### src/rtl/core/dau_pkg.sv
// Shared types, constants and helpers of the duration arithmetic unit.
`timescale 1ns / 1ps
package dau_pkg;

	localparam int DAY_BITS = 16;
	localparam longint unsigned DAY_LIMIT = 64'd1 << DAY_BITS;
	localparam longint unsigned SEC_PER_DAY = 64'd86400;
	localparam longint unsigned MAX_SEC = DAY_LIMIT * SEC_PER_DAY - 64'd1;

	// total-seconds width and widths of the successive quotients
	localparam int SEC_W = $clog2(MAX_SEC + 64'd1);
	localparam int M1_W = SEC_W - 5;
	localparam int H1_W = M1_W - 5;
	localparam int DQ_W = H1_W - 4;
	localparam int K_W = 16;

	localparam int DIV_STEP = 3;
	localparam int DIV_STAGES = (SEC_W + DIV_STEP - 1) / DIV_STEP;
	localparam int DIV_QW = DIV_STAGES * DIV_STEP;

	// reciprocals for the constant divisions, floor(2^W / c)
	localparam logic [SEC_W-1:0] R60_N = SEC_W'((64'd1 << SEC_W) / 64'd60);
	localparam logic [M1_W-1:0] R60_M = M1_W'((64'd1 << M1_W) / 64'd60);
	localparam logic [H1_W-1:0] R24_H = H1_W'((64'd1 << H1_W) / 64'd24);

	localparam logic [SEC_W+K_W-1:0] MAX_WIDE = (SEC_W + K_W)'(MAX_SEC);

	localparam int LATENCY = 3 + DIV_STAGES + 6;

	localparam logic [2:0] OP_ADD = 3'd0;
	localparam logic [2:0] OP_SUB = 3'd1;
	localparam logic [2:0] OP_MUL = 3'd2;
	localparam logic [2:0] OP_DIV = 3'd3;
	localparam logic [2:0] OP_CMP = 3'd4;

	localparam logic [2:0] ST_OK = 3'd0;
	localparam logic [2:0] ST_INVALID = 3'd1;
	localparam logic [2:0] ST_DIVZERO = 3'd2;
	localparam logic [2:0] ST_UNDER = 3'd3;
	localparam logic [2:0] ST_OVER = 3'd4;

	typedef struct packed {
		logic [2:0]  op;
		logic [15:0] a_day;
		logic [4:0]  a_hour;
		logic [5:0]  a_minute;
		logic [5:0]  a_second;
		logic [15:0] b_day;
		logic [4:0]  b_hour;
		logic [5:0]  b_minute;
		logic [5:0]  b_second;
		logic [15:0] factor;
	} req_t;

	typedef struct packed {
		logic [15:0] res_day;
		logic [4:0]  res_hour;
		logic [5:0]  res_minute;
		logic [5:0]  res_second;
		logic        is_less;
		logic        is_equal;
		logic        is_greater;
		logic [2:0]  status;
	} rsp_t;

	typedef struct packed {
		logic        lt;
		logic        eq;
		logic        gt;
	} cmp_t;

	// front stage result
	typedef struct packed {
		logic [2:0]       op;
		logic [SEC_W-1:0] ta;
		logic [SEC_W-1:0] tb;
		logic [K_W-1:0]   k;
		logic             invalid;
		cmp_t             cmp;
	} front_t;

	// travels alongside the divider
	typedef struct packed {
		logic [SEC_W-1:0] n;
		logic [2:0]       st;
		logic             is_div;
		cmp_t             cmp;
	} side_t;

	function automatic logic [SEC_W-1:0] dur_sec(logic [15:0] d, logic [4:0] h,
			logic [5:0] m, logic [5:0] s);
		logic [SEC_W-1:0] acc;
		acc = {{(SEC_W-16){1'b0}}, d} * SEC_W'(SEC_PER_DAY);
		acc = acc + {{(SEC_W-5){1'b0}}, h} * SEC_W'(3600);
		acc = acc + {{(SEC_W-6){1'b0}}, m} * SEC_W'(60);
		acc = acc + {{(SEC_W-6){1'b0}}, s};
		return acc;
	endfunction

endpackage

### src/rtl/core/dau_front.sv
// Front stage: field checks, comparison and conversion to total seconds.
`timescale 1ns / 1ps
module dau_front (
	input  logic            clk,
	input  logic            arst_n,
	input  logic            in_vld,
	input  dau_pkg::req_t   req,
	output logic            vld_s1,
	output dau_pkg::front_t fr_s1
);

	logic a_ok, b_ok, chk_b, bad;
	logic [32:0] ka, kb;

	always_comb begin
		a_ok = (64'(req.a_day) < dau_pkg::DAY_LIMIT) && (req.a_hour < 5'd24)
			&& (req.a_minute < 6'd60) && (req.a_second < 6'd60);
		b_ok = (64'(req.b_day) < dau_pkg::DAY_LIMIT) && (req.b_hour < 5'd24)
			&& (req.b_minute < 6'd60) && (req.b_second < 6'd60);
		chk_b = (req.op == dau_pkg::OP_ADD) || (req.op == dau_pkg::OP_SUB)
			|| (req.op == dau_pkg::OP_CMP);
		bad = (req.op > dau_pkg::OP_CMP) || !a_ok || (chk_b && !b_ok);
		// lexicographic order is plain numeric order of the joined fields
		ka = {req.a_day, req.a_hour, req.a_minute, req.a_second};
		kb = {req.b_day, req.b_hour, req.b_minute, req.b_second};
	end

	always_ff @(posedge clk or negedge arst_n) begin
		if (!arst_n) begin
			vld_s1 <= 1'b0;
		end else begin
			vld_s1 <= in_vld;
		end
	end

	always_ff @(posedge clk) begin
		fr_s1.op <= req.op;
		fr_s1.ta <= dau_pkg::dur_sec(req.a_day, req.a_hour, req.a_minute, req.a_second);
		fr_s1.tb <= dau_pkg::dur_sec(req.b_day, req.b_hour, req.b_minute, req.b_second);
		fr_s1.k <= req.factor;
		fr_s1.invalid <= bad;
		fr_s1.cmp.lt <= ka < kb;
		fr_s1.cmp.eq <= ka == kb;
		fr_s1.cmp.gt <= ka > kb;
	end

endmodule

### config.mk
export PLATFORM = sky130hd
export DESIGN_NAME = dau_front
export DESIGN_NICKNAME = d
export VERILOG_FILES = /design/src/rtl/core/dau_pkg.sv /design/src/rtl/core/dau_front.sv
export SDC_FILE = /design/constraint.sdc
export NUM_CORES = 1
export LEC_CHECK = 0
export ABC_CLOCK_PERIOD_IN_PS = 800
export BUFFER_PORTS_ARGS = -buffer_cell sky130_fd_sc_hd__buf_2
export CAP_MARGIN = 20
export CORE_MARGIN = 5
export CORE_UTILIZATION = 40
export DETAILED_ROUTE_END_ITERATION = 6
export PLACE_DENSITY = 0.64
export SLEW_MARGIN = 10
export SYNTH_ARGS = -nofsm -noshare
export SYNTH_HDL_FRONTEND = slang
export SYNTH_SLANG_ARGS = --single-unit
### constraint.sdc
create_clock -name clk -period 0.8 [get_ports clk]
set_clock_uncertainty 0.15 [all_clocks]
set_input_delay 0.16 -clock clk [delete_from_list [all_inputs] [get_ports clk]]
set_output_delay 0.16 -clock clk [all_outputs]
set_load 0.01 [all_outputs]
* Word level (Yosys, flattened, before mapping) *
Cells that the tools add are included.

word-level totals
  register bits after elaboration = 90
  input bits = 88
  logic and storage cells = 45

operators by class
  $add $sub $neg = 6
  $mul = 6
  order comparisons = 9
  equality and inequality tests = 3
  reduce and logical (&&, ||, !) cells = 12

operators by type and width
  operator                count
  $add 33x12->33          2
  $add 33x17->33          2
  $add 33x6->33           2
  $mul 16x10->26 const B  2
  $eq 33x33->1            1
  $gt 33x33->1            1
  $lt 33x33->1            1
  $mul 5x8->13 const B    2
  $lt 6x6->1 const B      4
  $mul 6x4->10 const B    2
  $lt 5x5->1 const B      2
  $logic_and 1x1->1       5
  $logic_or 1x1->1        4
  $eq 3x1->1 const B      1
  $eq 3x3->1 const B      1
  $gt 3x3->1 const B      1
  $logic_not 3->1         1
  $logic_not 1->1         2

* Logic depth before layout (Yosys ltp) *
  depth in word-level cells = 6
  gate-level depth with buffers = 23
  depth with buffers taken out = 23

* Worst setup path before layout *
Ideal clock, no wire load.

  path kind = input-to-reg
  from = input port req[58] in the netlist's numbering
  to = register fr_s1[85] in the netlist's numbering
  library setup time = 0.072 ns
  arrival = 5.029 ns
  setup slack = -4.451 ns
  stages on the path = 23
  path buffers = 0
  cell sequence = inv_1 > fa_1 > fa_1 > inv_1 > ha_1 > a21oi_1 > o21bai_1 > a21oi_1 > o21bai_1 > a21oi_1 > xor2_1 > fa_1 > inv_1 > ha_1 > and4_1 > a21boi_0 > a41oi_1 > a21oi_1 > nand2b_1 > and2_1 > or4bb_1 > nor4_1 > xnor2_1

on the way
  word-level cells in the longest chain between the ends = 3

ends and longest elaborated chain
  element          line            source
  start, declared  dau_front.sv:7  input dau_pkg::req_t req,
  $mul 6x4->10     dau_pkg.sv:95   acc = acc + {{(SEC_W-6){1'b0}}, m} * SEC_W'(60);
  $add 33x12->33   dau_pkg.sv:95
  $add 33x6->33    dau_pkg.sv:96   acc = acc + {{(SEC_W-6){1'b0}}, s};
  end, declared    dau_front.sv:9  output dau_pkg::front_t fr_s1

Every way passes these cells.

* Worst setup path in the final report *
  from = input port req[57] in the netlist's numbering
  to = register fr_s1[85] in the netlist's numbering

Same word-level chain as after synthesis.

==> impl_metrics.yaml <==
min_path:
  hold_depth: 2
  hold_start: "req[51]"
  timing.hold.worst_endpoint: "fr_s1[55]$_DFF_P_"
  hold_class: "input pin to register"
finish:
  area_delta_synth_final_pct: 56.9
  fin_area_mm2: 0.0203
  fin_nets: 2567
  final_layout_size_suffix_gt1_frac: 0.441
critical_path:
  max_stage_delay_ps: 590
  crit_arrival_ps: 5040
  critPathCaptureType: "register"
  cp.required_ps: 910
  cp_max_fo: 4
  crit_type: "input pin to register"
  cp_common_cell: "a21oi_2"
  slowest_stage: "fa_2"
  cp-start-kind: "input pin"
  cp.buffers_inverters: 2
  critPathTopFamily: "adder cells"
  worstPathCellList: "buf_8, fa_2, fa_1, ha_1, a21o_1, a21oi_2, o21bai_1, a21oi_2, o21bai_1, a21oi_1, xor2_1, fa_1, inv_2, ha_4, and4_4, a21boi_2, a41oi_2, a21oi_2, nand2b_4, and2_4, or4bb_1, nor4_2, xnor2_1"
global_route:
  grt_pass1_wl_um: 60100
  grt_usage: 0.199
  antenna_found_initial: 9
  grt_pass1_vias: 13000
  gr-total-overflow: 0
  grt_max_degree: 17
floorplan:
  pin_count: 178
  die_area_mm2: 0.0360
  core_mm2: 0.0317
  die_height_um: 190
  fp.dieW_um: 190
  start_util: 0.408
  rows: 65
detailed_routing:
  drt_iter0_markers: 364
  avgRoutedWirePerCell_um: 14.6
  drt_wl_total_um: 36200
  via_count: 12200
  final_antenna_net_count: 0
  drt_pass1_iterations: 4
  drc_errors: 0
  via_per_inst: 4.92
synth:
  yosysWarnings: 0
  synth_most_common_cell: "ha_1"
  synth_flop_cell: "dfxtp_1"
  synth_cells: 1436
  synth_edf_count: 0
  synthesis.area_mm2: 0.0129
  synth_top_cells_by_count: "ha_1 (318), inv_1 (282), fa_1 (98), a21oi_1 (97), dfxtp_1 (89)"
  synthesis.nets: 1940
  async_flop_share: 0.0111
  avgSynthCellArea_um2: 9.00
  synth.area.top_cells: "ha_1 (31%), fa_1 (15%), dfxtp_1 (14%)"
  yosysTopAreaCell: "ha_1"
  synth_seq_cells: 90
  ys_types: 67
  synth-seq-area-share: 0.140
  yosys.area.top_type_share: 0.308
placed_design:
  gp_congestion: 0.846
  io_buffers: 177
  dpl_cell_area_mm2: 0.0178
  dp_hpwl_um: 29500
timing:
  tns_ps: -231580
  finalHoldViolCount: 4
  tightest_slew_ps: 498
  fin_crit_ps: 4930
  relSlewSlack: 0.664
  timing.hold.ws_ps: -115
  rsz0062_at_grt: "true"
  setup_ws_ps: -4130
  max_freq_mhz: 203
  period_share: 6.16
  setup_viol: 154
  final_max_slew_viol_count: 0
outcome:
  status: "finished, violations left"
  violations: "hold timing, setup timing"
power:
  combinationalPowerShare: 0.863
  internal-power_w: 0.0490
  seqPwrFrac: 0.085
  power_density_mw_per_mm2: 4230
  switching_power_w: 0.0369
  irDropWorstVdd_mv: 2.12
  p_leak_nw: 10.6
  netSwitchingFraction: 0.429
  power.share.clock: 0.053
clock_tree:
  cts_max_level: 3
  cts.clk_slew.worst_paths_ps: 80
  cts.path.max_buffers: 2
  cts_buffers: 9
  root_buffer: "clkbuf_16"
  cts_tree: "yes"
  clock-sinks: 90
job:
  maxCapViolCount: 0
cells by family after synthesis:
family | Yosys count | share of synthesized area
xor+xnor | 106 | 0.0729
flops | 90 | 0.140
fa+ha+maj | 416 | 0.459
buf+inv | 298 | 0.0871
mux | 2 | 0.00155
simple gates | 236 | 0.0938
compound gates | 288 | 0.146
timing repair:
| action | in CTS | in global routing |
|---|---|---|
| buffers inserted | 39 | 29 |
| pin swaps | 96 | 83 |
| hold buffers | 25 | 3 |
| hold endpoints to repair | 28 | 7 |
| resized for setup | 222 | 162 |
| endpoints found under the setup margin | 154 | 154 |
worst max path at each step:
stage | start | to | depth (start not counted)
5_1_grt | req[57] | fr_s1[85]$_DFF_P_ | 23
4_1_cts | req[57] | fr_s1[85]$_DFF_P_ | 23
3_3_place_gp | req[56] | fr_s1[85]$_DFF_P_ | 23
2_1_floorplan | req[57] | fr_s1[85]$_DFF_P_ | 22
6_report | req[57] | fr_s1[85]$_DFF_P_ | 23
3_5_place_dp | req[56] | fr_s1[85]$_DFF_P_ | 23
layer usage:
| metal | track usage | vias up | routed length, um |
|---|---|---|---|
| li1 | - | 6113 | - |
| met1 | 0.242 | 5841 | 15500 |
| met2 | 0.367 | 184 | 18900 |
| met3 | 0.0286 | 41 | 1320 |
| met4 | 0.0562 | 6 | 511 |
| met5 | 0 | - | 37 |
metrics by stage:
step,setup slack [ps],utilization,cells,total power (W),hold slack (ps)
CTS,-4140,0.617,2456,0.0814,-133
detailed placement,-4750,0.562,2391,0.0679,-213
global placement,-4570,0.562,2391,0.0667,-216
floorplan,-4220,-,1436,0.0432,-286
finish,-4130,0.640,2476,0.0859,-115
global route,-4370,0.640,2476,0.0937,-98.5
cell type report:
| cell class | instances | area (um^2) |
|---|---|---|
| fillers | 2579 | 11400 |
| clock buffers | 9 | 225 |
| clock inverters | 7 | 76.3 |
| well taps | 402 | 503 |
| flip-flops and latches | 90 | 1860 |
| inverters | 282 | 1080 |
| diodes | 6 | 15.0 |
| multi-input cells | 1048 | 11500 |
| repair buffers | 632 | 4980 |
registers in the layout (all words and copies together) (netlist names):
register / count
vld_s1: 1
fr_s1: 89
cells in the final DEF (no fill, tap or decap), types with 6 or more instances in the layout:
| cell type | n |
|---|---|
| a21o_1 | 48 |
| a21oi_1 | 57 |
| a21oi_2 | 35 |
| a21oi_4 | 8 |
| and3_1 | 6 |
| buf_2 | 118 |
| buf_4 | 370 |
| buf_6 | 111 |
| buf_8 | 7 |
| clkbuf_16 | 9 |
| clkinvlp_4 | 6 |
| dfxtp_1 | 48 |
| dfxtp_2 | 41 |
| diode_2 | 6 |
| dlygate4sd3_1 | 25 |
| fa_1 | 92 |
| fa_2 | 6 |
| ha_1 | 266 |
| ha_4 | 50 |
| inv_1 | 252 |
| inv_2 | 24 |
| nand2_1 | 45 |
| nand3_1 | 11 |
| nand4_1 | 21 |
| nor2_1 | 38 |
| nor2_2 | 9 |
| nor2_4 | 8 |
| nor2b_1 | 8 |
| nor3_1 | 14 |
| o211ai_1 | 10 |
| o21a_1 | 15 |
| o21ai_0 | 23 |
| o21ai_1 | 11 |
| o21ai_2 | 8 |
| o21bai_1 | 17 |
| xnor2_1 | 61 |
| xnor2_2 | 14 |
| xor2_1 | 26 |
power by group through the flow:
stage               registers (W)  clock network (W)  logic, W
detailed placement        0.00706                  0    0.0608
finish                    0.00728            0.00451    0.0741
floorplan                 0.00795                  0    0.0353
global route              0.00745            0.00486    0.0814
global placement          0.00703                  0    0.0597
CTS                       0.00707            0.00465    0.0697
Note: power is estimated with default switching activity, not from simulation.
