[config.mk]
export PLATFORM = sky130hd
export DESIGN_NAME = dau_div
export DESIGN_NICKNAME = d
export VERILOG_FILES = /design/src/rtl/core/dau_pkg.sv /design/src/rtl/core/dau_div.sv
export SDC_FILE = /design/constraint.sdc
export NUM_CORES = 2
export LEC_CHECK = 0
export ABC_AREA = 1
export BUFFER_PORTS_ARGS = -buffer_cell sky130_fd_sc_hd__buf_2
export CAP_MARGIN = 20
export CORE_MARGIN = 1
export CORE_UTILIZATION = 63
export DETAILED_ROUTE_END_ITERATION = 8
export GPL_TIMING_DRIVEN = 0
export PLACE_DENSITY = 0.81
export SLEW_MARGIN = 20
export SYNTH_ARGS = -nofsm -noshare
export SYNTH_HDL_FRONTEND = slang
export SYNTH_SLANG_ARGS = --single-unit
[constraint.sdc]
create_clock -name clk -period 5.7 [get_ports clk]
set_clock_uncertainty 0.05 [all_clocks]
set_input_delay 0 -clock clk [delete_from_list [all_inputs] [get_ports clk]]
set_output_delay 0 -clock clk [all_outputs]
set_load 0.005 [all_outputs]
[src/rtl/core/dau_pkg.sv]
// Shared types, constants and helpers of the duration arithmetic unit.
`timescale 1ns / 1ps
package dau_pkg;

	localparam int DAY_BITS = 16;
	localparam longint unsigned DAY_LIMIT = 64'd1 << DAY_BITS;
	localparam longint unsigned SEC_PER_DAY = 64'd86400;
	localparam longint unsigned MAX_SEC = DAY_LIMIT * SEC_PER_DAY - 64'd1;

	// total-seconds width and widths of the successive quotients
	localparam int SEC_W = $clog2(MAX_SEC + 64'd1);
	localparam int M1_W = SEC_W - 5;
	localparam int H1_W = M1_W - 5;
	localparam int DQ_W = H1_W - 4;
	localparam int K_W = 16;

	localparam int DIV_STEP = 3;
	localparam int DIV_STAGES = (SEC_W + DIV_STEP - 1) / DIV_STEP;
	localparam int DIV_QW = DIV_STAGES * DIV_STEP;

	// reciprocals for the constant divisions, floor(2^W / c)
	localparam logic [SEC_W-1:0] R60_N = SEC_W'((64'd1 << SEC_W) / 64'd60);
	localparam logic [M1_W-1:0] R60_M = M1_W'((64'd1 << M1_W) / 64'd60);
	localparam logic [H1_W-1:0] R24_H = H1_W'((64'd1 << H1_W) / 64'd24);

	localparam logic [SEC_W+K_W-1:0] MAX_WIDE = (SEC_W + K_W)'(MAX_SEC);

	localparam int LATENCY = 3 + DIV_STAGES + 6;

	localparam logic [2:0] OP_ADD = 3'd0;
	localparam logic [2:0] OP_SUB = 3'd1;
	localparam logic [2:0] OP_MUL = 3'd2;
	localparam logic [2:0] OP_DIV = 3'd3;
	localparam logic [2:0] OP_CMP = 3'd4;

	localparam logic [2:0] ST_OK = 3'd0;
	localparam logic [2:0] ST_INVALID = 3'd1;
	localparam logic [2:0] ST_DIVZERO = 3'd2;
	localparam logic [2:0] ST_UNDER = 3'd3;
	localparam logic [2:0] ST_OVER = 3'd4;

	typedef struct packed {
		logic [2:0]  op;
		logic [15:0] a_day;
		logic [4:0]  a_hour;
		logic [5:0]  a_minute;
		logic [5:0]  a_second;
		logic [15:0] b_day;
		logic [4:0]  b_hour;
		logic [5:0]  b_minute;
		logic [5:0]  b_second;
		logic [15:0] factor;
	} req_t;

	typedef struct packed {
		logic [15:0] res_day;
		logic [4:0]  res_hour;
		logic [5:0]  res_minute;
		logic [5:0]  res_second;
		logic        is_less;
		logic        is_equal;
		logic        is_greater;
		logic [2:0]  status;
	} rsp_t;

	typedef struct packed {
		logic        lt;
		logic        eq;
		logic        gt;
	} cmp_t;

	// front stage result
	typedef struct packed {
		logic [2:0]       op;
		logic [SEC_W-1:0] ta;
		logic [SEC_W-1:0] tb;
		logic [K_W-1:0]   k;
		logic             invalid;
		cmp_t             cmp;
	} front_t;

	// travels alongside the divider
	typedef struct packed {
		logic [SEC_W-1:0] n;
		logic [2:0]       st;
		logic             is_div;
		cmp_t             cmp;
	} side_t;

	function automatic logic [SEC_W-1:0] dur_sec(logic [15:0] d, logic [4:0] h,
			logic [5:0] m, logic [5:0] s);
		logic [SEC_W-1:0] acc;
		acc = {{(SEC_W-16){1'b0}}, d} * SEC_W'(SEC_PER_DAY);
		acc = acc + {{(SEC_W-5){1'b0}}, h} * SEC_W'(3600);
		acc = acc + {{(SEC_W-6){1'b0}}, m} * SEC_W'(60);
		acc = acc + {{(SEC_W-6){1'b0}}, s};
		return acc;
	endfunction

endpackage

[src/rtl/core/dau_div.sv]
// Pipelined restoring divider, a few quotient bits per stage.
`timescale 1ns / 1ps
module dau_div (
	input  logic                      clk,
	input  logic                      arst_n,
	input  logic                      in_vld,
	input  logic [dau_pkg::SEC_W-1:0] dividend,
	input  logic [dau_pkg::K_W-1:0]   divisor,
	input  dau_pkg::side_t            side_in,
	output logic                      out_vld,
	output logic [dau_pkg::SEC_W-1:0] quotient,
	output dau_pkg::side_t            side_out
);

	localparam int NS = dau_pkg::DIV_STAGES;
	localparam int QW = dau_pkg::DIV_QW;
	localparam int KW = dau_pkg::K_W;
	localparam int SW = dau_pkg::SEC_W;

	logic [NS:0]    vld_s;
	logic [KW-1:0]  rem_s [0:NS];
	logic [QW-1:0]  wrk_s [0:NS];
	logic [KW-1:0]  dvs_s [0:NS];
	dau_pkg::side_t sd_s  [0:NS];

	assign vld_s[0] = in_vld;
	assign rem_s[0] = '0;
	assign wrk_s[0] = {{(QW-SW){1'b0}}, dividend};
	assign dvs_s[0] = divisor;
	assign sd_s[0] = side_in;

	for (genvar g = 0; g < NS; g++) begin : g_stage
		logic [KW-1:0] rem_nx;
		logic [QW-1:0] wrk_nx;

		always_comb begin
			logic [KW:0]   t;
			logic [KW-1:0] r;
			logic [QW-1:0] w;
			r = rem_s[g];
			w = wrk_s[g];
			for (int j = 0; j < dau_pkg::DIV_STEP; j++) begin
				t = {r, w[QW-1]};
				w = {w[QW-2:0], 1'b0};
				if (t >= {1'b0, dvs_s[g]}) begin
					t = t - {1'b0, dvs_s[g]};
					w[0] = 1'b1;
				end
				r = t[KW-1:0];
			end
			rem_nx = r;
			wrk_nx = w;
		end

		always_ff @(posedge clk or negedge arst_n) begin
			if (!arst_n) begin
				vld_s[g+1] <= 1'b0;
			end else begin
				vld_s[g+1] <= vld_s[g];
			end
		end

		always_ff @(posedge clk) begin
			rem_s[g+1] <= rem_nx;
			wrk_s[g+1] <= wrk_nx;
			dvs_s[g+1] <= dvs_s[g];
			sd_s[g+1] <= sd_s[g];
		end
	end

	assign out_vld = vld_s[NS];
	assign quotient = wrk_s[NS][SW-1:0];
	assign side_out = sd_s[NS];

endmodule

# Word-level counts from Yosys, hierarchy flattened
# Index checks and enable logic that the tools add are counted.
[totals] ff_bits=1134 in_bits=92 word_cells=238
[classes] n_addsub=32 magnitude_cmp=33 mux=65
[ops] cell="17-bit by 16-bit >= comparator with 1-bit output" n=32
[ops] cell="16-bit 2-to-1 mux" n=32
[ops] cell="16-bit subtractor" n=31
[ops] cell="1-bit 2-to-1 mux" n=33
[ops] cell="1-bit by 16-bit >= comparator with 1-bit output" n=1
[ops] cell="1-bit by 16-bit subtractor with 16-bit output" n=1

# Depth between registers and ports, before layout
[logic_depth] ltp_word=6 ltp_mapped=44

# Least setup slack after synthesis
# OpenSTA, ideal clock, no wires.
[synth_timing] path_kind="flip-flop to flip-flop" startpoint="register dvs_s[65] (netlist name)" endpoint="register rem_s[55] (netlist name)" setup_ps=112 arrival_time_ps=5044 t_required_ps=5538 path_slack_ps=494 path_stages_with_launch=39 synth_period_minus_slack_ps=5206 path_cell_list="dfxtp_1 > inv_1 > ha_1 > nand3_1 > nand2_1 > nand2_1 > nand2_1 > nand2_1 > nand2_1 > nand2_2 > nand2_2 > inv_2 > buf_4 > buf_6 > nand2_1 > o21ai_1 > ha_1 > nand2_1 > [3 not listed] > nand3_1 > nand2_1 > nand2_1 > clkbuf_1 > nand3_1 > nand2_1 > ha_1 > a21oi_1 > o21ai_0 > a21oi_1 > o21ai_0 > nand3_1 > nand2_1 > a21oi_2 > nand2_4 > buf_4 > nand2_1 > nand2_1"
[synth_between] elab_chain_len=6 word_cells_on_any_way=9 classes_between="add/sub: 3; order compare: 3; mux: 3"
[synth_lines] element="from (decl)" line_no="dau_div.sv:23" rtl="logic [KW-1:0] dvs_s [0:NS];"
[synth_lines] element="from (signal, indexed assignment)" line_no="dau_div.sv:66" rtl="dvs_s[g+1] <= dvs_s[g];"
[synth_lines] element="16-bit subtractor / 17-bit by 16-bit >= comparator with 1-bit output (equally long branches)" line_no="dau_div.sv:46, dau_div.sv:45"
[synth_lines] element="16-bit 2-to-1 mux" line_no="dau_div.sv:45" rtl="if (t >= {1'b0, dvs_s[g]}) begin"
[synth_lines] element="16-bit subtractor / 17-bit by 16-bit >= comparator with 1-bit output (equally long branches)" line_no="dau_div.sv:46, dau_div.sv:45"
[synth_lines] element="16-bit 2-to-1 mux" line_no="dau_div.sv:45"
[synth_lines] element="16-bit subtractor / 17-bit by 16-bit >= comparator with 1-bit output (equally long branches)" line_no="dau_div.sv:46, dau_div.sv:45"
[synth_lines] element="16-bit 2-to-1 mux (*)" line_no="dau_div.sv:45"
[synth_lines] element="to (signal, indexed assignment)" line_no="dau_div.sv:64" rtl="rem_s[g+1] <= rem_nx;"
[synth_lines] element="to (decl)" line_no="dau_div.sv:21" rtl="logic [KW-1:0] rem_s [0:NS];"
# Every way passes the cells marked *; elsewhere a longest branch is shown, timed or not.

# Worst setup path in the final report
[layout_timing] startpoint="register rem_s[133] (netlist name)" endpoint="register rem_s[127] (netlist name)"
[layout_between] elab_chain_len=6 word_cells_on_any_way=9 classes_between="add/sub: 3; order compare: 3; mux: 3"
[layout_lines] element="16-bit subtractor / 17-bit by 16-bit >= comparator with 1-bit output (equally long branches)" line_no="dau_div.sv:46, dau_div.sv:45"
[layout_lines] element="16-bit 2-to-1 mux (*)" line_no="dau_div.sv:45"
[layout_lines] element="16-bit subtractor / 17-bit by 16-bit >= comparator with 1-bit output (equally long branches)" line_no="dau_div.sv:46, dau_div.sv:45"
[layout_lines] element="16-bit 2-to-1 mux (*)" line_no="dau_div.sv:45"
[layout_lines] element="16-bit subtractor / 17-bit by 16-bit >= comparator with 1-bit output (equally long branches)" line_no="dau_div.sv:46, dau_div.sv:45"
[layout_lines] element="16-bit 2-to-1 mux (*)" line_no="dau_div.sv:45"
# Marked as above.

==> metrics.csv <==
metric,value,unit
main area contributors after synthesis,"dfxtp_1 40%, nand2_1 14%, ha_1 12%, inv_1 5.3%, nand3_1 5.0%",
asr flop ratio synth,0.00970,
fillcell total,5856,
Fin. Hold Viols,0,
DRC,0,
crit path buf inv count,5,
critical path class,flop to flop,
clock latency on the worst-skew pair,0.73,ns
largest net degree at the start of global routing,18,
GR Overflow Total,0,
Relative slew margins,0.625,
initial antenna violation count,0,
run status,"finished, violations left",
startpoint types,flop,
most common flop cell mapped by yosys,dfxtp_1,
drt wl/cell,18.6,um
vias in the first global route,48547,
Worst Reg-to-Reg Cells,35,
pre-CTS WS,-0.979,ns
"top cells by count, synth","2034 x nand2_1, 1123 x dfxtp_1, 791 x inv_1",
Worst Path Arrival,6.36,ns
slew at the pin closest to its max-slew limit,0.560,ns
antenna-violating nets left,0,
die span in y,300,um
share of cells above drive strength 1,0.195,
Die W,300,um
vias per std cell,5.63,
CTS tree,done,
nets,8347,
Post-synth EDFFs,0,
# diodes,0,
max-cap violations,0,
Ports,166,
Iter 0 DRT Violations,4436,
FMAX,0.173,GHz
CP peak stage delay,0.55,ns
Synth top area share,0.403,
period utilisation layout,1.02,
startpoint of the worst-slack reg-to-reg timing path,rem_s[133]$_DFF_P_,
hold endpoint,rem_s[160]$_DFF_P_,
most frequent cell after synthesis,nand2_1,
final WL,166,mm
WHS,0.225,ns
Clock Root Buffer,clkbuf_16,
Cell variety after synth,58,
Final WS setup,-0.0909,ns
DRT Pass-1 Iters,8,
buffer depth of the longest clock path,3,
R2R Setup Slk,-0.09,ns
crit-path leading delay family,simple AND/OR/NAND/NOR gates,
CP dominant cell by count,nand2_1,
Crit Reg-Reg Endpoint,rem_s[127]$_DFF_P_,
Required @ worst endpoint,6.27,ns
hold crit path type,input port to flop,
Yosys top cell by area,dfxtp_1,
"Slowest-stage cell, CP",dfxtp_1,
post-synthesis sequential area ratio,0.408,
PortBufs,165,
GPL Wtd Cong,1.01,
Area Overhead vs Synth,23.7,%
failing checks,negative setup slack,
Synth Area per Inst,7.86,um2
Mapped Cells,7100,
Num CTS Buffers,104,
GRT Overall Usage,0.345,
Yosys warnings,0,
post-synthesis net count,7737,
Rows,108,
Mapped Area,0.0558,mm2
CTS sink count,1134,
hpwl dp,114,mm
Core Region,0.0873,mm2
count of pins over their slew limit,0,
crit-path max FO,6,
Hold Crit Depth,4,
full die area,0.0897,mm2
critical path capture point type,flop,
hold path start,dividend[30],
Clock transition at path regs,0.07,ns
total number of vias,50436,
Starting Density,0.639,
global-route wire length before repair,248,mm
Seq cells post-synth,1134,
final critical-path required period,5.79,ns
"Setup violations, final",16,
H-Tree Depth,3,
[cells in the final DEF, fill, tap and decap left out, drive strengths merged, types with 9 or more instances in the layout]
cell type / netlist / layout
nand2: 2079 / 2079
dfxtp: 1123 / 1123
inv: 812 / 822
nand3: 583 / 584
ha: 514 / 514
buf: 154 / 473
a21oi: 438 / 438
nor2: 345 / 345
o21ai: 286 / 286
xor2: 200 / 200
dlygate4sd3: 0 / 179
clkbuf: 19 / 163
xnor2: 160 / 160
nand4: 74 / 74
nor3: 42 / 42
a31oi: 33 / 33
fa: 31 / 31
a21o: 29 / 29
nand3b: 27 / 27
o21bai: 25 / 25
clkinv: 1 / 25
o21a: 22 / 22
or2: 21 / 21
nor4: 15 / 15
a21boi: 14 / 14
clkinvlp: 0 / 11
dfrtp: 11 / 11
bufinv: 0 / 10
o2111ai: 9 / 9
[worst register-to-register path: cells and delay by family (launching register included)]
kind / cells / cell delay (ns)
compound gates: 6 / 1.00
fa+ha+maj: 3 / 1.05
buf+inv: 5 / 0.82
flops: 1 / 0.55
simple gates: 21 / 2.21
[worst max-delay path by stage]
stage                  startpoint                  to  depth (start not counted)
5_1_grt        dvs_s[128]$_DFF_P_  rem_s[119]$_DFF_P_                         31
6_report       rem_s[133]$_DFF_P_  rem_s[127]$_DFF_P_                         35
3_5_place_dp   dvs_s[161]$_DFF_P_  rem_s[145]$_DFF_P_                         31
2_1_floorplan   dvs_s[65]$_DFF_P_   rem_s[55]$_DFF_P_                         38
4_1_cts        dvs_s[152]$_DFF_P_  rem_s[135]$_DFF_P_                         35
3_3_place_gp    dvs_s[59]$_DFF_P_   rem_s[42]$_DFF_P_                         32
[cell families after synthesis]
family	share of synthesized area
xor gates and xnor gates	0.0565
AOI/OAI and AO/OA	0.0873
and+or+nand+nor	0.246
DFF	0.408
adders and majority gates	0.126
buffers and inverters	0.0757
[through the flow]
stage / utilization / cells / cell area [um2] / TNS (ns)
floorplan: - / 7100 / 55800 / 0
global placement: 0.665 / 8420 / 58100 / -114.67
detailed placement: 0.665 / 8420 / 58100 / -124.08
CTS: 0.751 / 8849 / 65600 / 0
global route: 0.790 / 8953 / 69000 / -12.87
finish: 0.790 / 8953 / 69000 / -0.991
[layout make-up]
class                      count  area, um2  area share
clock buffer                 139       2930      0.0425
inverter                     813       3110      0.0451
tap                         1155       1450      0.0209
clock inverter                55        738      0.0107
sequential                  1134      22900       0.332
buffer                       171       1440      0.0208
multi-input combinational   4981      32500       0.472
timing repair buffer         505       3890      0.0564
[registers in the layout, summed over array words and instances, names as in the netlist]
register / flops
rem_s: 160
g_stage.$4.w: 300
side_out: 40
vld_s: 10
sd_s: 400
quotient: 33
wrk_s: 30
dvs_s: 160
out_vld: 1
[metal layers]
layer / share of wire / GRT usage
met5: 0 / 0
met4: 0.062 / 0.195
met3: 0.071 / 0.0451
met2: 0.48 / 0.596
met1: 0.39 / 0.412
[what timing repair did]
item	4_1_cts	5_1_grt
hold endpoints to repair	108	0
setup buffers	55	99
endpoints found under the setup margin	154	171
resized for setup	402	610
cloned	1	7
pin swaps	43	109
hold buffers	179	0
Power is left out: the tool's default activity adds up to more than one toggle a clock period on the data nets, which glitch-free logic cannot reach.
