--- src/rtl/core/dau_pkg.sv ---
// Shared types, constants and helpers of the duration arithmetic unit.
`timescale 1ns / 1ps
package dau_pkg;

	localparam int DAY_BITS = 16;
	localparam longint unsigned DAY_LIMIT = 64'd1 << DAY_BITS;
	localparam longint unsigned SEC_PER_DAY = 64'd86400;
	localparam longint unsigned MAX_SEC = DAY_LIMIT * SEC_PER_DAY - 64'd1;

	// total-seconds width and widths of the successive quotients
	localparam int SEC_W = $clog2(MAX_SEC + 64'd1);
	localparam int M1_W = SEC_W - 5;
	localparam int H1_W = M1_W - 5;
	localparam int DQ_W = H1_W - 4;
	localparam int K_W = 16;

	localparam int DIV_STEP = 3;
	localparam int DIV_STAGES = (SEC_W + DIV_STEP - 1) / DIV_STEP;
	localparam int DIV_QW = DIV_STAGES * DIV_STEP;

	// reciprocals for the constant divisions, floor(2^W / c)
	localparam logic [SEC_W-1:0] R60_N = SEC_W'((64'd1 << SEC_W) / 64'd60);
	localparam logic [M1_W-1:0] R60_M = M1_W'((64'd1 << M1_W) / 64'd60);
	localparam logic [H1_W-1:0] R24_H = H1_W'((64'd1 << H1_W) / 64'd24);

	localparam logic [SEC_W+K_W-1:0] MAX_WIDE = (SEC_W + K_W)'(MAX_SEC);

	localparam int LATENCY = 3 + DIV_STAGES + 6;

	localparam logic [2:0] OP_ADD = 3'd0;
	localparam logic [2:0] OP_SUB = 3'd1;
	localparam logic [2:0] OP_MUL = 3'd2;
	localparam logic [2:0] OP_DIV = 3'd3;
	localparam logic [2:0] OP_CMP = 3'd4;

	localparam logic [2:0] ST_OK = 3'd0;
	localparam logic [2:0] ST_INVALID = 3'd1;
	localparam logic [2:0] ST_DIVZERO = 3'd2;
	localparam logic [2:0] ST_UNDER = 3'd3;
	localparam logic [2:0] ST_OVER = 3'd4;

	typedef struct packed {
		logic [2:0]  op;
		logic [15:0] a_day;
		logic [4:0]  a_hour;
		logic [5:0]  a_minute;
		logic [5:0]  a_second;
		logic [15:0] b_day;
		logic [4:0]  b_hour;
		logic [5:0]  b_minute;
		logic [5:0]  b_second;
		logic [15:0] factor;
	} req_t;

	typedef struct packed {
		logic [15:0] res_day;
		logic [4:0]  res_hour;
		logic [5:0]  res_minute;
		logic [5:0]  res_second;
		logic        is_less;
		logic        is_equal;
		logic        is_greater;
		logic [2:0]  status;
	} rsp_t;

	typedef struct packed {
		logic        lt;
		logic        eq;
		logic        gt;
	} cmp_t;

	// front stage result
	typedef struct packed {
		logic [2:0]       op;
		logic [SEC_W-1:0] ta;
		logic [SEC_W-1:0] tb;
		logic [K_W-1:0]   k;
		logic             invalid;
		cmp_t             cmp;
	} front_t;

	// travels alongside the divider
	typedef struct packed {
		logic [SEC_W-1:0] n;
		logic [2:0]       st;
		logic             is_div;
		cmp_t             cmp;
	} side_t;

	function automatic logic [SEC_W-1:0] dur_sec(logic [15:0] d, logic [4:0] h,
			logic [5:0] m, logic [5:0] s);
		logic [SEC_W-1:0] acc;
		acc = {{(SEC_W-16){1'b0}}, d} * SEC_W'(SEC_PER_DAY);
		acc = acc + {{(SEC_W-5){1'b0}}, h} * SEC_W'(3600);
		acc = acc + {{(SEC_W-6){1'b0}}, m} * SEC_W'(60);
		acc = acc + {{(SEC_W-6){1'b0}}, s};
		return acc;
	endfunction

endpackage

--- src/rtl/core/dau_alu.sv ---
// Add, subtract and multiply stages with range checks and status priority.
`timescale 1ns / 1ps
module dau_alu (
	input  logic                      clk,
	input  logic                      arst_n,
	input  logic                      vld_s1,
	input  dau_pkg::front_t           fr_s1,
	output logic                      vld_s3,
	output dau_pkg::side_t            side_s3,
	output logic [dau_pkg::SEC_W-1:0] ta_s3,
	output logic [dau_pkg::K_W-1:0]   k_s3
);

	localparam int SW = dau_pkg::SEC_W;
	localparam int KW = dau_pkg::K_W;

	logic              vld_s2;
	dau_pkg::front_t   fr_s2;
	logic [SW:0]       sum_s2;
	logic [SW-1:0]     diff_s2;
	logic              under_s2;
	logic [SW+KW-1:0]  prod_s2;
	dau_pkg::side_t    side_nx;

	always_ff @(posedge clk or negedge arst_n) begin
		if (!arst_n) begin
			vld_s2 <= 1'b0;
			vld_s3 <= 1'b0;
		end else begin
			vld_s2 <= vld_s1;
			vld_s3 <= vld_s2;
		end
	end

	always_ff @(posedge clk) begin
		fr_s2 <= fr_s1;
		sum_s2 <= {1'b0, fr_s1.ta} + {1'b0, fr_s1.tb};
		diff_s2 <= fr_s1.ta - fr_s1.tb;
		under_s2 <= fr_s1.tb > fr_s1.ta;
		prod_s2 <= {{KW{1'b0}}, fr_s1.ta} * {{SW{1'b0}}, fr_s1.k};
	end

	always_comb begin
		side_nx.n = '0;
		side_nx.st = dau_pkg::ST_OK;
		side_nx.is_div = 1'b0;
		side_nx.cmp = fr_s2.cmp;
		if (fr_s2.invalid) begin
			side_nx.st = dau_pkg::ST_INVALID;
		end else begin
			case (fr_s2.op)
				dau_pkg::OP_ADD: begin
					if (sum_s2 > dau_pkg::MAX_WIDE[SW:0]) begin
						side_nx.st = dau_pkg::ST_OVER;
					end else begin
						side_nx.n = sum_s2[SW-1:0];
					end
				end
				dau_pkg::OP_SUB: begin
					if (under_s2) begin
						side_nx.st = dau_pkg::ST_UNDER;
					end else begin
						side_nx.n = diff_s2;
					end
				end
				dau_pkg::OP_MUL: begin
					if (prod_s2 > dau_pkg::MAX_WIDE) begin
						side_nx.st = dau_pkg::ST_OVER;
					end else begin
						side_nx.n = prod_s2[SW-1:0];
					end
				end
				dau_pkg::OP_DIV: begin
					if (fr_s2.k == '0) begin
						side_nx.st = dau_pkg::ST_DIVZERO;
					end else begin
						side_nx.is_div = 1'b1;
					end
				end
				default: begin
					side_nx.n = '0;
				end
			endcase
		end
	end

	always_ff @(posedge clk) begin
		side_s3 <= side_nx;
		ta_s3 <= fr_s2.ta;
		k_s3 <= fr_s2.k;
	end

endmodule

--- config.mk ---
export PLATFORM = sky130hd
export DESIGN_NAME = dau_alu
export DESIGN_NICKNAME = d
export VERILOG_FILES = /design/src/rtl/core/dau_pkg.sv /design/src/rtl/core/dau_alu.sv
export SDC_FILE = /design/constraint.sdc
export NUM_CORES = 2
export LEC_CHECK = 0
export BUFFER_PORTS_ARGS = -buffer_cell sky130_fd_sc_hd__buf_2
export CAP_MARGIN = 10
export CELL_PAD_IN_SITES_DETAIL_PLACEMENT = 1
export CELL_PAD_IN_SITES_GLOBAL_PLACEMENT = 2
export CORE_ASPECT_RATIO = 1.5
export CORE_MARGIN = 3
export CORE_UTILIZATION = 44
export CTS_BUF_LIST = sky130_fd_sc_hd__clkbuf_2
export DETAILED_ROUTE_END_ITERATION = 6
export PLACE_DENSITY = 0.9
export SLEW_MARGIN = 20
export SYNTH_ARGS = -nofsm -noshare
export SYNTH_HDL_FRONTEND = slang
export SYNTH_SLANG_ARGS = --single-unit
--- constraint.sdc ---
create_clock -name clk -period 3.9 [get_ports clk]
set_input_delay 0.195 -clock clk [delete_from_list [all_inputs] [get_ports clk]]
set_output_delay 0.195 -clock clk [all_outputs]
set_load 0.03 [all_outputs]
== Word-level counts from Yosys, hierarchy flattened ==
Cells that the tools add are included.
W data, S select, Z words.

* Output and inout bits: 90
* Flip-flop bits (word level): 264
* Input bits: 92
* Logic and storage cells: 44

* Bitwise operators: 1
* Reduce and logical (&&, ||, !) cells: 3
* Add/subtract/negate cells: 2
* $mul: 1
* Equality and inequality tests: 3
* Multiplexer cells: 10
* Order comparisons: 3

{| class="wikitable"
|+ Operators by type and width
! operator !! count
|-
| $mux W33 || 3
|-
| $pmux W33 S3 || 1
|-
| $gt A49 B33 Y1 const B || 1
|-
| $mul A33 B16 Y49 || 1
|-
| $add A33 B33 Y34 || 1
|-
| $gt A34 B33 Y1 const B || 1
|-
| $gt A33 B33 Y1 || 1
|-
| $sub A33 B33 Y33 || 1
|-
| $logic_not A16 Y1 || 1
|-
| $pmux W3 S4 || 1
|-
| $eq A3 B2 Y1 const B || 2
|-
| $mux W3 || 2
|-
| $mux W2 || 2
|-
| $eq A3 B1 Y1 const B || 1
|-
| $logic_not A3 Y1 || 1
|-
| $reduce_or A2 Y1 || 1
|-
| $mux W1 || 1
|-
| $not A1 Y1 || 1
|}

== Logic depth before layout (Yosys ltp) ==
* Word-level depth: 3
* Gate-level depth with buffers: 25
* Depth with buffers taken out: 24

== Worst setup path before layout ==
Ideal clock, no wire load.

* Path type: input-to-reg
* From: input port fr_s1[63] in the netlist's numbering
* To: register prod_s2[46]
* Data arrival time: 6.192 ns
* Library setup time: 0.127 ns
* Path slack: -2.419 ns
* Buffers on the path: 1
* Cell stages on the path: 22
* Data required time: 3.773 ns
* Path through: clkbuf_1 -> nand2_1 -> fa_1 -> fa_1 -> fa_1 -> fa_1 -> inv_1 -> fa_1 -> inv_1 -> fa_1 -> inv_1 -> ha_1 -> nand3_1 -> o221ai_1 -> nor2b_1 -> a311oi_1 -> a31oi_1 -> a41oi_1 -> o21ai_1 -> a41o_1 -> and4_1 -> or3_1

* Cells in the longest elaborated chain, start to end: 1

{| class="wikitable"
|+ RTL lines
! element !! RTL line !! RTL
|-
| start, declared || dau_alu.sv:7 || <nowiki>input dau_pkg::front_t fr_s1,</nowiki>
|-
| $mul A33 B16 Y49 || dau_alu.sv:40 || <nowiki>prod_s2 <= {{KW{1'b0}}, fr_s1.ta} * {{SW{1'b0}}, fr_s1.k};</nowiki>
|-
| end signal, assigned || dau_alu.sv:40 ||
|-
| end, declared || dau_alu.sv:22 || <nowiki>logic [SW+KW-1:0] prod_s2;</nowiki>
|}

Every way passes these cells.
A chain may end at the register's enable or synchronous reset.

== Worst setup path after layout ==
* From: input port fr_s1[8] in the netlist's numbering
* To: register prod_s2[48]

The elaborated chain is that of the path after synthesis.

==> flow_summary_export.csv <==
group,metric,value,unit
cts,cts_buffer_depth,3,
setup_path,path_class,"primary input to register",
setup_path,reg2reg_slack,560,ps
job,max-cap-violations,0,
cts,cts_tree,"done",
sta,final.min_clock_period,5670,ps
floorplanning,initial_core_util,0.447,
setup_path,reg2reg_depth,7,
yosys,syn_nets,3526,
setup_path,reg2reg_to,"side_s3[23]",
route,dr.pass1.iters,5,
setup_path,critPathRequiredTime,4660,ps
place,routabilityCongestion,0.937,
finish,fillers,6488,
setup_path,reg2reg_from,"prod_s2[36]",
setup_path,critPathLaunchType,"primary input",
yosys,synth_area_per_cell,9.25,sq um
grt,grt.met3_usage,0.0401,
route,num_vias,23800,
setup_path,setup.worst_path.end,"prod_s2[48]",
sta,fin_crit_sh,1.45,
sta,worst_slack,-1770,ps
setup_path,cp.depth,25,
sta,worstMarginPinSlew,1080,ps
cts,h-tree-depth,3,
sta,holdWs,22.9,ps
cts,clock-sinks,263,
yosys,netlist-cell-type-count,68,
finish,syn2layout_area_growth,32.2,%
floorplanning,ioPinCount,182,
cts,cts_made_buffers,70,
route,drc,0,
cts,clk_latency,920,ps
sta,finalHoldViolations,0,
grt,antenna_found_initial,2,
place,portBuffers,181,
grt,grt_max_degree,34,
outcome,violations,"setup timing",
cts,clk_pin_slew,120,ps
setup_path,crit_family,"adder cells",
finish,regArea,5280,sq um
route,ant_nets,0,
place,hpwl,74.5,mm
setup_path,slowest_delay,550,ps
grt,grt_pass1_vias,27600,
floorplanning,die_y,304,um
setup_path,end_kind,"register",
worst_hold_path,min_from,"fr_s1[32]",
finish,multi_input_area,19600,sq um
route,routed_wl,109,mm
sta,slew_headroom,0.275,
yosys,ys_top_cells_by_count,"inv_1, fa_1, nand2_1",
sta,setup_violations,40,
setup_path,crit_fanout,6,
yosys,async_flop_share,0.00760,
floorplanning,die_x,205,um
yosys,synth_top_cell_by_area,"fa_1",
outcome,status,"finished, violations left",
yosys,syn_inst,2813,
setup_path,worstPathArrival,6430,ps
yosys,ys_top_cells_by_area,"fa_1, dfxtp_1, ha_1",
sta,final.setup_skew,83.4,ps
setup_path,cp_common_cell,"fa_1",
route,wl_per_cell,25.7,um
grt,grtUsageTotal,0.327,
sta,max_freq,176,MHz
sta,rsz0062_at_grt,"yes",
grt,use_met2,0.631,
yosys,synth-edff-count,0,
sta,drv_slew,0,
yosys,synth_top_area_frac,0.334,
route,vias_per_cell,5.59,
grt,met1_usage,0.301,
grt,busiest_layer,"met2",
yosys,synth-seq-area-share,0.203,
yosys,ys_warn_count,0,
finish,final_core_util,0.591,
yosys,yosysMostFrequentCell,"inv_1",
yosys,synth-seq-cells,263,
setup_path,cp.buffers_inverters,7,
grt,gr-total-overflow,0,
cts,root_buffer,"clkbuf_2",
route,drt_iter0_drc,1394,
yosys,synthesis.area,26000,sq um
setup_path,startpoint,"fr_s1[8]",
floorplanning,fp-row-count,108,
floorplanning,die-area,62200,sq um
grt,grt_first_pass_wirelength,155,mm
floorplanning,core-area,58200,sq um
finish,drive_gt1_frac,0.277,
setup_path,critPathSlowestCell,"fa_1",
yosys,synthFlopType,"dfxtp_1",
finish,fin_nets,4146,
worst_hold_path,hp-class,"primary input to register",
-- worst min path at each step --
stage                  to  slack [ps]  depth (start not counted)
6_report       sum_s2[13]          20                          5
5_1_grt        sum_s2[17]           8                          3
4_1_cts        sum_s2[16]           2                          4
3_5_place_dp       vld_s2         -20                          1
3_3_place_gp       vld_s3         -20                          1
2_1_floorplan      vld_s2        -100                          0
-- metrics by stage --
stage,setup slack (ps),cell area (sq um),cells,TNS (ps)
floorplan,-1940,26700,2813,-46600
global placement,-2460,30500,3964,-74900
detailed placement,-2550,30500,3964,-79080
CTS,-1350,33700,4229,-32480
global route,-1880,34400,4246,-44300
finish,-1770,34400,4248,-41200
-- sequential cells by signal (all words and copies together) (netlist names) --
| register | cells |
|---|---|
| k_s3 | 16 |
| sum_s2 | 33 |
| side_s3 | 40 |
| vld_s3 | 1 |
| diff_s2 | 33 |
| prod_s2 | 49 |
| vld_s2 | 1 |
| ta_s3 | 33 |
| under_s2 | 1 |
| fr_s2 | 56 |
-- tightest hold or removal path, delay by kind of cell --
family / cells / cell delay (ps)
xor gates and xnor gates: 1 / 70
buffers and inverters: 1 / 90
adders and majority gates: 1 / 200
and+or+nand+nor: 1 / 140
AOI/OAI and AO/OA: 1 / 120
-- routing by layer --
| layer | vias to the layer above | wire, um | part of all wire |
|---|---|---|---|
| met2 | 1125 | 59200 | 0.54 |
| met3 | 630 | 5090 | 0.047 |
| met4 | 0 | 11600 | 0.11 |
| met1 | 12100 | 33300 | 0.30 |
| met5 | - | 0 | 0 |
| li1 | 9943 | - | - |
-- repair_timing --
action                     4_1_cts  5_1_grt
hold buffers                   108        1
cloned                           4        4
hold endpoints to repair       115        1
buffers inserted                47       20
gates resized for setup        276      153
setup endpoints to repair       40       43
pin swaps                      141      129
-- layout by cell type, fill, tap and decap left out, types with 8 or more instances in the layout --
cell type      instances
a21o_1                50
a21oi_1               79
a21oi_2               19
a222oi_1              32
a31oi_4                9
and2_1               183
and2_4                43
and3_1                 8
buf_12                31
buf_2                143
buf_4                299
buf_6                 69
buf_8                 15
clkbuf_2              90
clkinv_1              14
dfxtp_1              261
dlygate4sd3_1        109
fa_1                 400
fa_2                  34
ha_1                 159
ha_4                  25
inv_1                495
inv_2                 52
nand2_1              349
nand2b_1              14
nand3_1               12
nand4_1                9
nor2_1                92
nor2b_1               12
nor3_1                13
nor4_1                15
o21ai_0               29
o21ai_2               10
o21bai_1              24
xnor2_1               64
xnor2_2               12
xor2_1                16
-- cell families (layout without fill, tap and decap cells) --
| kind of cell | count (synthesis) | count (layout) | share of synthesized area |
|---|---|---|---|
| fa+ha+maj | 621 | 621 | 0.424 |
| flops | 263 | 263 | 0.203 |
| other cells | 0 | 3 | 0 |
| simple gates | 808 | 808 | 0.150 |
| xor+xnor | 101 | 101 | 0.0340 |
| compound gates | 347 | 347 | 0.0922 |
| buf+inv | 672 | 1334 | 0.0975 |
| mux | 1 | 1 | 0.000385 |
-- area by class of cell --
| cell class | instances | share of cell area |
|---|---|---|
| Antenna cell | 3 | 0.000218 |
| Clock buffer | 90 | 0.0131 |
| Clock inverter | 24 | 0.00436 |
| Inverter | 546 | 0.0596 |
| Multi-Input combinational cell | 1878 | 0.571 |
| Sequential cell | 263 | 0.153 |
| Tap cell | 770 | 0.0280 |
| Timing Repair Buffer | 674 | 0.171 |
Power is left out: the tool's default activity adds up to more than one toggle a clock period on the data nets, which glitch-free logic cannot reach.
